==> src/hdl/hlf_pkg.sv <==
// ----------------------------------------------------------------------------
// hlf_pkg: shared types and constants of the histogram localization filter
// Opcodes, register indexes and reset values imported by the divider and the filter.
// ----------------------------------------------------------------------------
package hlf_pkg;

  localparam int unsigned MaxCellsDef = 32;
  localparam int unsigned CfgIdxW     = 3;
  localparam int unsigned CfgDataW    = 16;

  typedef enum logic [1:0] {
    OP_SENSE   = 2'd0,
    OP_MOVE    = 2'd1,
    OP_MAP_WR  = 2'd2,
    OP_UNIFORM = 2'd3
  } opcode_e;

  typedef enum logic [CfgIdxW-1:0] {
    REG_CELLS = 3'd0,
    REG_HIT   = 3'd1,
    REG_MISS  = 3'd2,
    REG_EXACT = 3'd3,
    REG_OVER  = 3'd4,
    REG_UNDER = 3'd5
  } cfg_reg_e;

  localparam logic [5:0]  CellsRst = 6'd5;
  localparam logic [15:0] HitRst   = 16'd39322;
  localparam logic [15:0] MissRst  = 16'd13107;
  localparam logic [15:0] ExactRst = 16'd52429;
  localparam logic [15:0] OverRst  = 16'd6554;
  localparam logic [15:0] UnderRst = 16'd6554;

endpackage

==> src/hdl/hlf_ram.sv <==
// ----------------------------------------------------------------------------
// hlf_ram: generic single-port-write RAM
// One write port, one read port, registered read data.
// ----------------------------------------------------------------------------
module hlf_ram #(
  parameter int unsigned Width = 16,
  parameter int unsigned Depth = 32
) (
  input  logic                     clk_i,
  input  logic                     we_i,
  input  logic [$clog2(Depth)-1:0] waddr_i,
  input  logic [Width-1:0]         wdata_i,
  input  logic [$clog2(Depth)-1:0] raddr_i,
  output logic [Width-1:0]         rdata_o
);
  logic [Width-1:0] mem_q [Depth];

  always_ff @(posedge clk_i) begin
    if (we_i) begin
      mem_q[waddr_i] <= wdata_i;
    end
    rdata_o <= mem_q[raddr_i];
  end
endmodule

==> src/hdl/hlf_div.sv <==
// ----------------------------------------------------------------------------
// hlf_div: restoring divider, one quotient bit per cycle
// Divides a 49-bit numerator by a 38-bit divisor, saturates to 16 bits.
// ----------------------------------------------------------------------------
module hlf_div
  import hlf_pkg::*;
(
  input  logic        clk_i,
  input  logic        rst_ni,
  input  logic        start_i,
  input  logic [48:0] num_i,
  input  logic [37:0] den_i,
  output logic        busy_o,
  output logic [15:0] quot_o
);
  logic [48:0] num_q, num_d;
  logic [38:0] rem_q, rem_d;
  logic [16:0] quo_q, quo_d;
  logic [5:0]  cnt_q, cnt_d;
  logic        busy_q, busy_d;
  logic [38:0] trial;

  // Quotient only needs 17 bits (then saturate); upper bits just prime remainder
  always_comb begin
    num_d  = num_q;
    rem_d  = rem_q;
    quo_d  = quo_q;
    cnt_d  = cnt_q;
    busy_d = busy_q;
    trial  = '0;
    if (start_i) begin
      num_d  = num_i;
      rem_d  = '0;
      quo_d  = '0;
      cnt_d  = 6'd49;
      busy_d = 1'b1;
    end else if (busy_q) begin
      trial = {rem_q[37:0], num_q[48]};
      num_d = {num_q[47:0], 1'b0};
      if (trial >= {1'b0, den_i}) begin
        rem_d = trial - {1'b0, den_i};
        quo_d = (quo_q == 17'h1ffff) ? quo_q : {quo_q[15:0], 1'b1} | {quo_q[16], 16'd0};
      end else begin
        rem_d = trial;
        quo_d = {quo_q[15:0], 1'b0} | {quo_q[16], 16'd0};
      end
      cnt_d = cnt_q - 6'd1;
      if (cnt_q == 6'd1) begin
        busy_d = 1'b0;
      end
    end
  end

  always_ff @(posedge clk_i or negedge rst_ni) begin
    if (!rst_ni) begin
      busy_q <= 1'b0;
      cnt_q  <= '0;
    end else begin
      busy_q <= busy_d;
      cnt_q  <= cnt_d;
    end
  end

  always_ff @(posedge clk_i) begin
    num_q <= num_d;
    rem_q <= rem_d;
    quo_q <= quo_d;
  end

  // Sticky top bit marks overflow past 16 bits
  assign busy_o = busy_q;
  assign quot_o = quo_q[16] ? 16'hffff : quo_q[15:0];

  property p_cnt_idle;
    @(posedge clk_i) disable iff (!rst_ni) !busy_q |-> cnt_q == 6'd0;
  endproperty
  a_cnt_idle: assert property (p_cnt_idle) else $error("div count left over");

  property p_done;
    @(posedge clk_i) disable iff (!rst_ni)
      busy_q && !start_i && cnt_q == 6'd1 |=> !busy_q;
  endproperty
  a_done: assert property (p_done) else $error("div did not finish");

  property p_start;
    @(posedge clk_i) disable iff (!rst_ni) start_i |=> busy_q && cnt_q == 6'd49;
  endproperty
  a_start: assert property (p_start) else $error("div start lost");
endmodule

==> src/hdl/histogram_localization_filter.sv <==
// Sense forms a product per cell (S_SRD, S_SMUL, S_SACC), then divides and emits
// one item per cell; a zero sum skips the divides. Move makes three multiplier
// passes and a staging writeback per cell, then emits one item per cell.
// Map write does not hold the input off; uniform reset holds it off over its sweep.
// After reset a sweep over all MAX_CELLS entries loads uniform beliefs; no item is taken
// meanwhile. Each result item is held in an output register until taken.
// ----------------------------------------------------------------------------
// histogram_localization_filter: 1-D Markov localization over a cyclic map
// Sequencer around a shared multiplier, belief/color/scratch/staging RAMs and divider.
// ----------------------------------------------------------------------------
module histogram_localization_filter
  import hlf_pkg::*;
#(
  parameter int unsigned MAX_CELLS = MaxCellsDef
) (
  input  logic                clk_i,
  input  logic                rst_ni,
  input  logic                cfg_we_i,
  input  logic [CfgIdxW-1:0]  cfg_idx_i,
  input  logic [CfgDataW-1:0] cfg_data_i,
  input  logic                in_valid_i,
  output logic                in_ready_o,
  input  logic [1:0]          opcode_i,
  input  logic [7:0]          color_i,
  input  logic signed [5:0]   shift_i,
  input  logic [4:0]          cell_req_i,
  output logic                out_valid_o,
  input  logic                out_ready_i,
  output logic [4:0]          cell_index_o,
  output logic [15:0]         belief_o,
  output logic                zero_sum_o,
  output logic                last_o
);
  localparam int unsigned AW = $clog2(MAX_CELLS);
  localparam int unsigned CntW = AW + 1;
  localparam int unsigned NCap = (MAX_CELLS < 32) ? MAX_CELLS : 32;

  typedef enum logic [13:0] {
    S_CLEAR = 14'b00000000000001,
    S_IDLE  = 14'b00000000000010,
    S_UNI   = 14'b00000000000100,
    S_SRD   = 14'b00000000001000,
    S_SMUL  = 14'b00000000010000,
    S_SACC  = 14'b00000000100000,
    S_DRD   = 14'b00000001000000,
    S_DIV   = 14'b00000010000000,
    S_DWAIT = 14'b00000100000000,
    S_MRD   = 14'b00001000000000,
    S_MMUL  = 14'b00010000000000,
    S_MWR   = 14'b00100000000000,
    S_EMIT  = 14'b01000000000000,
    S_EOUT  = 14'b10000000000000
  } state_e;

  state_e state_q, state_d;

  // Config registers
  logic [5:0]  cells_q;
  logic [15:0] hit_q, miss_q, exact_q, over_q, under_q;

  always_ff @(posedge clk_i or negedge rst_ni) begin
    if (!rst_ni) begin
      cells_q <= CellsRst; hit_q <= HitRst; miss_q <= MissRst;
      exact_q <= ExactRst; over_q <= OverRst; under_q <= UnderRst;
    end else if (cfg_we_i) begin
      case (cfg_reg_e'(cfg_idx_i))
        REG_CELLS: cells_q <= cfg_data_i[5:0];
        REG_HIT:   hit_q   <= cfg_data_i;
        REG_MISS:  miss_q  <= cfg_data_i;
        REG_EXACT: exact_q <= cfg_data_i;
        REG_OVER:  over_q  <= cfg_data_i;
        REG_UNDER: under_q <= cfg_data_i;
        default: ;
      endcase
    end
  end

  // Active cell count, clamped
  logic [5:0] n_act;
  always_comb begin
    n_act = cells_q;
    if (cells_q == 6'd0) n_act = 6'd1;
    if ({26'd0, cells_q} > NCap) n_act = 6'(NCap);
  end
  logic [CntW-1:0] n_c;
  assign n_c = CntW'(n_act);

  // Uniform value: floor(65536/n) from a table on clamped n, 65535 for one cell
  logic [15:0] uni_val;
  always_comb begin
    case (n_act)
      6'd1:    uni_val = 16'd65535;
      6'd2:    uni_val = 16'd32768;
      6'd3:    uni_val = 16'd21845;
      6'd4:    uni_val = 16'd16384;
      6'd5:    uni_val = 16'd13107;
      6'd6:    uni_val = 16'd10922;
      6'd7:    uni_val = 16'd9362;
      6'd8:    uni_val = 16'd8192;
      6'd9:    uni_val = 16'd7281;
      6'd10:   uni_val = 16'd6553;
      6'd11:   uni_val = 16'd5957;
      6'd12:   uni_val = 16'd5461;
      6'd13:   uni_val = 16'd5041;
      6'd14:   uni_val = 16'd4681;
      6'd15:   uni_val = 16'd4369;
      6'd16:   uni_val = 16'd4096;
      6'd17:   uni_val = 16'd3855;
      6'd18:   uni_val = 16'd3640;
      6'd19:   uni_val = 16'd3449;
      6'd20:   uni_val = 16'd3276;
      6'd21:   uni_val = 16'd3120;
      6'd22:   uni_val = 16'd2978;
      6'd23:   uni_val = 16'd2849;
      6'd24:   uni_val = 16'd2730;
      6'd25:   uni_val = 16'd2621;
      6'd26:   uni_val = 16'd2520;
      6'd27:   uni_val = 16'd2427;
      6'd28:   uni_val = 16'd2340;
      6'd29:   uni_val = 16'd2259;
      6'd30:   uni_val = 16'd2184;
      6'd31:   uni_val = 16'd2114;
      default: uni_val = 16'd2048;
    endcase
  end

  // Memories
  logic          bel_we, col_we, scr_we, mv_we;
  logic [AW-1:0] bel_wa, bel_ra, col_wa, col_ra, scr_wa, scr_ra, mv_wa, mv_ra;
  logic [15:0]   bel_wd, bel_rd, mv_wd, mv_rd;
  logic [7:0]    col_wd, col_rd;
  logic [31:0]   scr_wd, scr_rd;

  hlf_ram #(.Width(16), .Depth(MAX_CELLS)) u_bel (
    .clk_i, .we_i(bel_we), .waddr_i(bel_wa), .wdata_i(bel_wd),
    .raddr_i(bel_ra), .rdata_o(bel_rd));
  hlf_ram #(.Width(8), .Depth(MAX_CELLS)) u_col (
    .clk_i, .we_i(col_we), .waddr_i(col_wa), .wdata_i(col_wd),
    .raddr_i(col_ra), .rdata_o(col_rd));
  hlf_ram #(.Width(32), .Depth(MAX_CELLS)) u_scr (
    .clk_i, .we_i(scr_we), .waddr_i(scr_wa), .wdata_i(scr_wd),
    .raddr_i(scr_ra), .rdata_o(scr_rd));
  // Move results go to a staging copy, then copied back during emit
  hlf_ram #(.Width(16), .Depth(MAX_CELLS)) u_mv (
    .clk_i, .we_i(mv_we), .waddr_i(mv_wa), .wdata_i(mv_wd),
    .raddr_i(mv_ra), .rdata_o(mv_rd));

  // Datapath registers
  logic [CntW-1:0] idx_q, idx_d, clr_q, clr_d;
  logic [1:0]      tap_q, tap_d;
  logic [7:0]      color_q, color_d;
  logic [AW-1:0]   src_q, src_d;
  logic [37:0]     sum_q, sum_d;
  logic [33:0]     acc_q, acc_d;
  logic [31:0]     prod_q;
  logic            zero_q, zero_d, is_move_q, is_move_d;
  logic [15:0]     mul_a, mul_b;
  logic            ov_q, ov_d;
  logic [4:0]      oidx_d;
  logic [15:0]     obel_d;
  logic            olast_d, ovld_d, ovld_q;

  // Divider
  logic        div_start, div_busy;
  logic [48:0] div_num;
  logic [15:0] div_q;
  hlf_div u_div (
    .clk_i, .rst_ni, .start_i(div_start), .num_i(div_num),
    .den_i(sum_q), .busy_o(div_busy), .quot_o(div_q));

  // Shared multiplier, registered
  always_ff @(posedge clk_i) prod_q <= mul_a * mul_b;

  // Modular index helper
  function automatic logic [AW-1:0] wrap_add(input logic [CntW-1:0] a,
                                             input logic [CntW-1:0] b,
                                             input logic [CntW-1:0] n);
    logic [CntW:0] s;
    s = {1'b0, a} + {1'b0, b};
    if (s >= {1'b0, n}) s = s - {1'b0, n};
    return s[AW-1:0];
  endfunction

  // Shift reduced mod n: bias by 32n to make it positive, then compare-subtract
  logic [CntW-1:0] ushift;
  logic [10:0]     sred;
  always_comb begin
    sred = {{5{shift_i[5]}}, shift_i} + {n_act, 5'd0};
    for (int k = 5; k >= 0; k--) begin
      if (sred >= (11'(n_act) << k)) sred = sred - (11'(n_act) << k);
    end
    ushift = CntW'(sred);
  end
  logic [CntW-1:0] ush_q, ush_d;

  always_comb begin
    state_d = state_q; idx_d = idx_q; clr_d = clr_q; tap_d = tap_q;
    color_d = color_q; src_d = src_q; sum_d = sum_q; acc_d = acc_q;
    zero_d = zero_q; is_move_d = is_move_q; ush_d = ush_q; ov_d = ov_q;
    bel_we = 1'b0; bel_wa = idx_q[AW-1:0]; bel_wd = uni_val;
    bel_ra = idx_q[AW-1:0];
    col_we = 1'b0; col_wa = AW'(cell_req_i); col_wd = color_i;
    col_ra = idx_q[AW-1:0];
    scr_we = 1'b0; scr_wa = idx_q[AW-1:0]; scr_wd = prod_q;
    scr_ra = idx_q[AW-1:0];
    mv_we = 1'b0; mv_wa = idx_q[AW-1:0];
    mv_wd = (acc_q[33:32] != 2'd0 || acc_q[31:16] == 16'hffff && acc_q[15])
            ? 16'hffff : 16'(({2'b0, acc_q} + 36'd32768) >> 16);
    mv_ra = idx_q[AW-1:0];
    mul_a = bel_rd; mul_b = (col_rd == color_q) ? hit_q : miss_q;
    div_start = 1'b0;
    div_num = {1'b0, scr_rd, 16'd0} + {12'd0, sum_q[37:1]};
    oidx_d = 5'(idx_q); obel_d = is_move_q ? mv_rd : bel_rd;
    olast_d = (idx_q + 1'b1 == n_c); ovld_d = 1'b0;
    in_ready_o = 1'b0;

    case (state_q)
      S_CLEAR: begin
        bel_we = 1'b1; bel_wa = clr_q[AW-1:0]; bel_wd = uni_val;
        col_we = 1'b1; col_wa = clr_q[AW-1:0]; col_wd = 8'd0;
        clr_d = clr_q + 1'b1;
        if (clr_q == CntW'(MAX_CELLS - 1)) state_d = S_IDLE;
      end
      S_IDLE: begin
        in_ready_o = 1'b1;
        idx_d = '0; sum_d = '0; color_d = color_i; zero_d = 1'b0;
        is_move_d = 1'b0; ush_d = ushift;
        if (in_valid_i) begin
          case (opcode_e'(opcode_i))
            OP_SENSE: state_d = S_SRD;
            OP_MOVE: begin is_move_d = 1'b1; state_d = S_MRD; tap_d = '0; end
            OP_MAP_WR: col_we = ({27'd0, cell_req_i} < MAX_CELLS);
            OP_UNIFORM: begin clr_d = '0; state_d = S_UNI; end
            default: ;
          endcase
        end
      end
      S_UNI: begin
        bel_we = 1'b1; bel_wa = clr_q[AW-1:0];
        clr_d = clr_q + 1'b1;
        if (clr_q == CntW'(MAX_CELLS - 1)) state_d = S_IDLE;
      end
      // Sense: read belief and color, multiply, store and sum
      S_SRD: state_d = S_SMUL;
      S_SMUL: state_d = S_SACC;
      S_SACC: begin
        scr_we = 1'b1;
        sum_d = sum_q + 38'(prod_q);
        if (idx_q + 1'b1 == n_c) begin
          idx_d = '0; state_d = S_DRD;
        end else begin
          idx_d = idx_q + 1'b1; state_d = S_SRD;
        end
      end
      S_DRD: begin
        if (sum_q == '0) begin
          zero_d = 1'b1; state_d = S_EMIT;
        end else begin
          state_d = S_DIV;
        end
      end
      S_DIV: begin div_start = 1'b1; state_d = S_DWAIT; end
      S_DWAIT: begin
        if (!div_busy) begin
          bel_we = 1'b1; bel_wd = div_q;
          if (idx_q + 1'b1 == n_c) begin
            idx_d = '0; state_d = S_EMIT;
          end else begin
            idx_d = idx_q + 1'b1; state_d = S_DRD;
          end
        end
      end
      // Move: three taps through the shared multiplier
      S_MRD: begin
        src_d = wrap_add(idx_q, n_c - ush_q, n_c);
        case (tap_q)
          2'd0: bel_ra = wrap_add(idx_q, n_c - ush_q, n_c);
          2'd1: bel_ra = wrap_add(CntW'(src_q), n_c - 1'b1, n_c);
          default: bel_ra = wrap_add(CntW'(src_q), CntW'(1), n_c);
        endcase
        if (tap_q != 2'd0) src_d = src_q;
        if (tap_q == 2'd0) acc_d = '0;
        state_d = S_MMUL;
      end
      S_MMUL: begin
        mul_a = bel_rd;
        case (tap_q)
          2'd0: mul_b = exact_q;
          2'd1: mul_b = over_q;
          default: mul_b = under_q;
        endcase
        state_d = S_MWR;
      end
      S_MWR: begin
        acc_d = acc_q + 34'(prod_q);
        if (tap_q == 2'd2) begin
          tap_d = '0;
          state_d = S_MRD;
          ov_d = 1'b1;
        end else begin
          tap_d = tap_q + 1'b1;
          state_d = S_MRD;
        end
      end
      // Emit one cell per item; move copies staged value back
      S_EMIT: state_d = S_EOUT;
      S_EOUT: begin
        if (!ovld_q || out_ready_i) begin
          ovld_d = 1'b1;
          if (is_move_q) begin
            bel_we = 1'b1; bel_wd = mv_rd;
          end
          if (idx_q + 1'b1 == n_c) begin
            state_d = S_IDLE;
          end else begin
            idx_d = idx_q + 1'b1; state_d = S_EMIT;
          end
        end
      end
      default: state_d = S_IDLE;
    endcase

    // Finished accumulator of a move cell is written to staging
    if (ov_q) begin
      mv_we = 1'b1; ov_d = 1'b0;
      if (idx_q + 1'b1 == n_c) begin
        idx_d = '0; state_d = S_EMIT;
      end else begin
        idx_d = idx_q + 1'b1;
      end
      if (state_q == S_MRD) state_d = (idx_q + 1'b1 == n_c) ? S_EMIT : S_MRD;
    end
  end

  always_ff @(posedge clk_i or negedge rst_ni) begin
    if (!rst_ni) begin
      state_q <= S_CLEAR; clr_q <= '0; idx_q <= '0; tap_q <= '0;
      ovld_q <= 1'b0; ov_q <= 1'b0; zero_q <= 1'b0; is_move_q <= 1'b0;
    end else begin
      state_q <= state_d; clr_q <= clr_d; idx_q <= idx_d; tap_q <= tap_d;
      ov_q <= ov_d; zero_q <= zero_d; is_move_q <= is_move_d;
      if (ovld_d) ovld_q <= 1'b1;
      else if (out_ready_i) ovld_q <= 1'b0;
    end
  end

  always_ff @(posedge clk_i) begin
    color_q <= color_d; src_q <= src_d; sum_q <= sum_d; acc_q <= acc_d;
    ush_q <= ush_d;
    if (ovld_d) begin
      cell_index_o <= oidx_d; belief_o <= obel_d;
      zero_sum_o <= zero_q; last_o <= olast_d;
    end
  end

  assign out_valid_o = ovld_q;

  property p_busy;
    @(posedge clk_i) disable iff (!rst_ni) in_ready_o |-> state_q == S_IDLE;
  endproperty
  a_busy: assert property (p_busy) else $error("ready outside idle");

  property p_emit_hold;
    @(posedge clk_i) disable iff (!rst_ni)
      ovld_q && !out_ready_i |=> ovld_q && $stable(belief_o);
  endproperty
  a_emit_hold: assert property (p_emit_hold) else $error("result dropped");

  property p_idx;
    @(posedge clk_i) disable iff (!rst_ni) idx_q < n_c || state_q == S_IDLE;
  endproperty
  a_idx: assert property (p_idx) else $error("cell index out of range");
endmodule

==> config.mk <==
export PLATFORM = sky130hd
export DESIGN_NAME = histogram_localization_filter
export DESIGN_NICKNAME = d
export VERILOG_FILES = /design/src/hdl/hlf_pkg.sv /design/src/hdl/hlf_ram.sv /design/src/hdl/hlf_div.sv /design/src/hdl/histogram_localization_filter.sv
export SDC_FILE = /design/constraint.sdc
export NUM_CORES = 2
export LEC_CHECK = 0
export BUFFER_PORTS_ARGS = -buffer_cell sky130_fd_sc_hd__buf_2
export CORE_MARGIN = 2
export CORE_UTILIZATION = 38
export DETAILED_ROUTE_END_ITERATION = 6
export PLACE_DENSITY = 0.53
export SETUP_SLACK_MARGIN = 0.2
export SYNTH_ARGS = -nofsm -noshare
export SYNTH_HDL_FRONTEND = slang
export SYNTH_HIERARCHICAL = 1
export SYNTH_SLANG_ARGS = --single-unit
==> constraint.sdc <==
create_clock -name clk_i -period 29.9 [get_ports clk_i]
set_input_delay 0 -clock clk_i [delete_from_list [all_inputs] [get_ports clk_i]]
set_output_delay 0 -clock clk_i [all_outputs]
set_load 0.01 [all_outputs]
==> metrics.md <==
| Metric | Value |
|---|---|
| Maxcap violations | `0` |
| Crit path to | `ush_q[4]` |
| Top_reg_cell synth | `edfxtp_1` |
| Via count | `74740` |
| Die Area | `339000 um2` |
| Compound-cell area share of the yosys netlist | `0.06950` |
| Post-Synth Adder-Cell Area | `0.06304` |
| CTS resizes | `0` |
| Vias in the first global route | `75150` |
| Async SR Flop Fraction | `0.04544` |
| Worst Path Max Fanout | `21` |
| Synth top area cells | `edfxtp_1 (58%), mux2i_1 (8.7%), fa_1 (3.3%)` |
| WS Path Type | `flop to flop` |
| Proportion of synthesized area in mux cells | `0.1164` |
| Status | `completed` |
| Clock latency on the worst-skew pair | `0.88 ns` |
| Clock root buffer | `clkbuf_16` |
| Reg2Reg Depth | `63` |
| CTS tree | `done` |
| Area of the core | `333200 um2` |
| Seq/Total Area, Yosys | `0.6332` |
| Number of synthesized flops with an enable pin | `2467` |
| Clock transition at path regs | `0.06 ns` |
| Reg-to-Reg End | `ush_q[4]` |
| Synthesis-to-finish area growth | `12.43%` |
| Final Hold Fails | `0` |
| Drt initial violations | `5903` |
| Most used cell along the critical path | `ha_1` |
| GRT Total Usage | `0.1969` |
| GR Overflow Total | `0` |
| Synth warn | `6` |
| Most common cell after layout, fill and taps aside | `edfxtp_1` |
| CP startpoint | `cells_q[5]` |
| NumNets Final | `9670` |
| Post-route minimum period | `15.66 ns` |
| Post-Syn Area per Cell | `14.33 um2` |
| CP Launch Type | `flop` |
| Wirelength per Cell | `24.79 um` |
| Pin count of the biggest net entering global routing | `124` |
| Die width | `582.2 um` |
| Clock buffer count from CTS | `300` |
| Vias/cell | `5.436` |
| Postcts setup bufs | `0` |
| Antenna viol nets, final | `0` |
| Most frequent cells in the layout | `edfxtp_1 (2467), mux2i_1 (1103), nand2_1 (649), inv_1 (390), a21oi_1 (352)` |
| CP max-delay cell | `mux2i_1` |
| Period utilization | `0.5239` |
| CP required | `30.49 ns` |
| Pwr/cell area | `107.7 nW/um2` |
| Setup violators final | `0` |
| DR DRC count | `0` |
| Post-Synth XOR/XNOR Area | `0.01642` |
| CP arrival | `16.26 ns` |
| Final core occ | `0.4287` |
| Worst-Margin Slew | `1.280 ns` |
| Hold bufs inserted after CTS | `60` |
| Cell Rows | `212` |
| Maximum VDD drop | `0.2014 mV` |
| FMAX | `63.84 MHz` |
| I/O Buffers | `69` |
| First-pass GRT wire length | `501900 um` |
| Layout cells sized above 1 | `0.1266` |
| Crit-path max cell delay | `0.56 ns` |
| Post-DP HPWL | `209100 um` |
| Post-Syn Instances | `8868` |
| Synth unique cells | `117` |
| Post-Synth Simple-Gate Area | `0.06924` |
| Unrepaired setup endpoints after global routing | `no` |
| Reg-to-Reg Start | `cells_q[5]` |
| Clock sink count | `2751` |
| CTS HTree Levels | `5` |
| Yosys top cell by area | `edfxtp_1` |
| #FFs+latches synth | `2751` |
| GP Congestion | `0.8192` |
| Crit. End Element | `flop` |
| Share of the synthesized area in the top cell type | `0.5831` |
| Clock buffer depth | `4` |
| Max-slew violations | `0` |
| Main combinational cell family by area after synthesis | `multiplexers` |
| Worst reg-to-reg setup slack | `14.24 ns` |
| Drt total wl | `340900 um` |
| Num ports | `70` |
| Fillers | `30150` |
| TNS Setup | `0 ns` |
| Clock skew | `0.04043 ns` |
| Die Y | `582.2 um` |
| Slew HR | `0.1452` |
| Post-synthesis net count | `9418` |
| Synth Cell Area | `127000 um2` |
| Hold WC Path Type | `input port to flop` |
| Leak Pwr | `0.04760 uW` |
| 1st-pass router iterations | `5` |
| Initial antenna violation count | `17` |
| Initial Util | `0.3813` |
-- worst min path at each step --
stage	from	end	slack (ns)	cells past startpoint
detailed placement	rst_ni	exact_q[9]	0.08	1
CTS	cfg_data_i[5]	exact_q[5]	0.06	3
global route	cfg_data_i[5]	exact_q[5]	0.09	3
finish	cfg_data_i[5]	over_q[5]	0.11	3
global placement	rst_ni	over_q[9]	0.06	1
floorplan	rst_ni	cells_q[1]	-0.30	0
-- worst max-delay path: cells and delay by family (launching register included) --
kind / cells / cell delay, ns
muxes: 4 / 1.41
DFF: 1 / 0.36
xor gates and xnor gates: 3 / 0.90
buffers and inverters: 9 / 2.09
AOI/OAI and AO/OA: 18 / 3.70
and+or+nand+nor: 21 / 4.13
adders and majority gates: 8 / 2.75
-- metrics by stage --
| stage | std cells | setup slack (ns) | total power, uW | instance area [um2] | hold slack [ns] |
|---|---|---|---|---|---|
| 2_1_floorplan | 8868 | 16.84 | 10200 | 127000 | -0.2956 |
| 3_5_place_dp | 13150 | 14.08 | 11910 | 132700 | 0.08123 |
| 3_3_place_gp | 13150 | 14.10 | 11860 | 132700 | 0.06258 |
| 5_1_grt | 13740 | 12.88 | 16610 | 142800 | 0.09132 |
| 6_report | 13750 | 14.24 | 15380 | 142800 | 0.1056 |
| 4_1_cts | 13740 | 14.00 | 15580 | 142800 | 0.05841 |
-- layout make-up --
| cell class | instances | area [um2] | share of cell area |
|---|---|---|---|
| well taps | 4387 | 5489 | 0.03843 |
| repair buffers | 385 | 2942 | 0.02059 |
| inverters | 394 | 1479 | 0.01035 |
| clock buffers | 418 | 8399 | 0.05880 |
| diodes | 9 | 22.52 | 0.0001577 |
| multi-input cells | 5288 | 42940 | 0.3006 |
| clock inverters | 118 | 1106 | 0.007743 |
| flip-flops and latches | 2751 | 80460 | 0.5633 |
-- cells by family (layout without fill, tap and decap cells) --
kind of cell	Yosys count	count (layout)
fa+ha+maj	516	516
xor+xnor	235	235
compound gates	1318	1318
mux	1355	1355
other cells	0	9
simple gates	1864	1864
buf+inv	829	1315
flops	2751	2751
-- report_power, final --
part	switching (uW)	internal, uW	total [uW]
sequential	163	4680	4850
clock	1500	2090	3600
combinational	4060	2880	6940
-- Yosys cell counts (21+ instances only) --
cell      count
edfxtp_1   2467
mux2i_1    1103
nand2_1     651
inv_1       391
nor2_1      386
a21oi_1     352
ha_1        295
nand3_1     250
a22oi_1     229
fa_1        210
o21ai_0     202
clkbuf_1    196
mux2_2      168
dfxtp_1     159
xnor2_1     158
nor3_1      131
a22o_1      130
dfrtp_1      83
a31oi_1      82
buf_4        81
mux4_2       80
and2_1       77
buf_2        75
xor2_1       75
nor2b_1      67
nand4_1      53
nand2b_1     45
dfstp_2      42
a21o_1       39
and3_1       33
buf_6        30
o211ai_1     29
a311oi_1     28
nand3b_1     28
nor4_1       28
or2_2        27
buf_1        24
o21bai_1     24
a21boi_0     22
or3_1        21
-- state kept, by name, summed over array words and instances (netlist names), 34 cells and up --
name	cells
u_scr/mem_q	1024
u_bel/mem_q	512
u_mv/mem_q	512
u_col/mem_q	256
u_div/num_q	49
sum_q	38
u_div/rem_q	38
acc_q	34
-- routing by layer --
layer / GRT usage / share of wire
met5: 0 / 0.000067
met4: 0.05265 / 0.026
met3: 0.02002 / 0.040
met2: 0.3347 / 0.49
met1: 0.2686 / 0.45
Power figures use the tool's default switching activity.
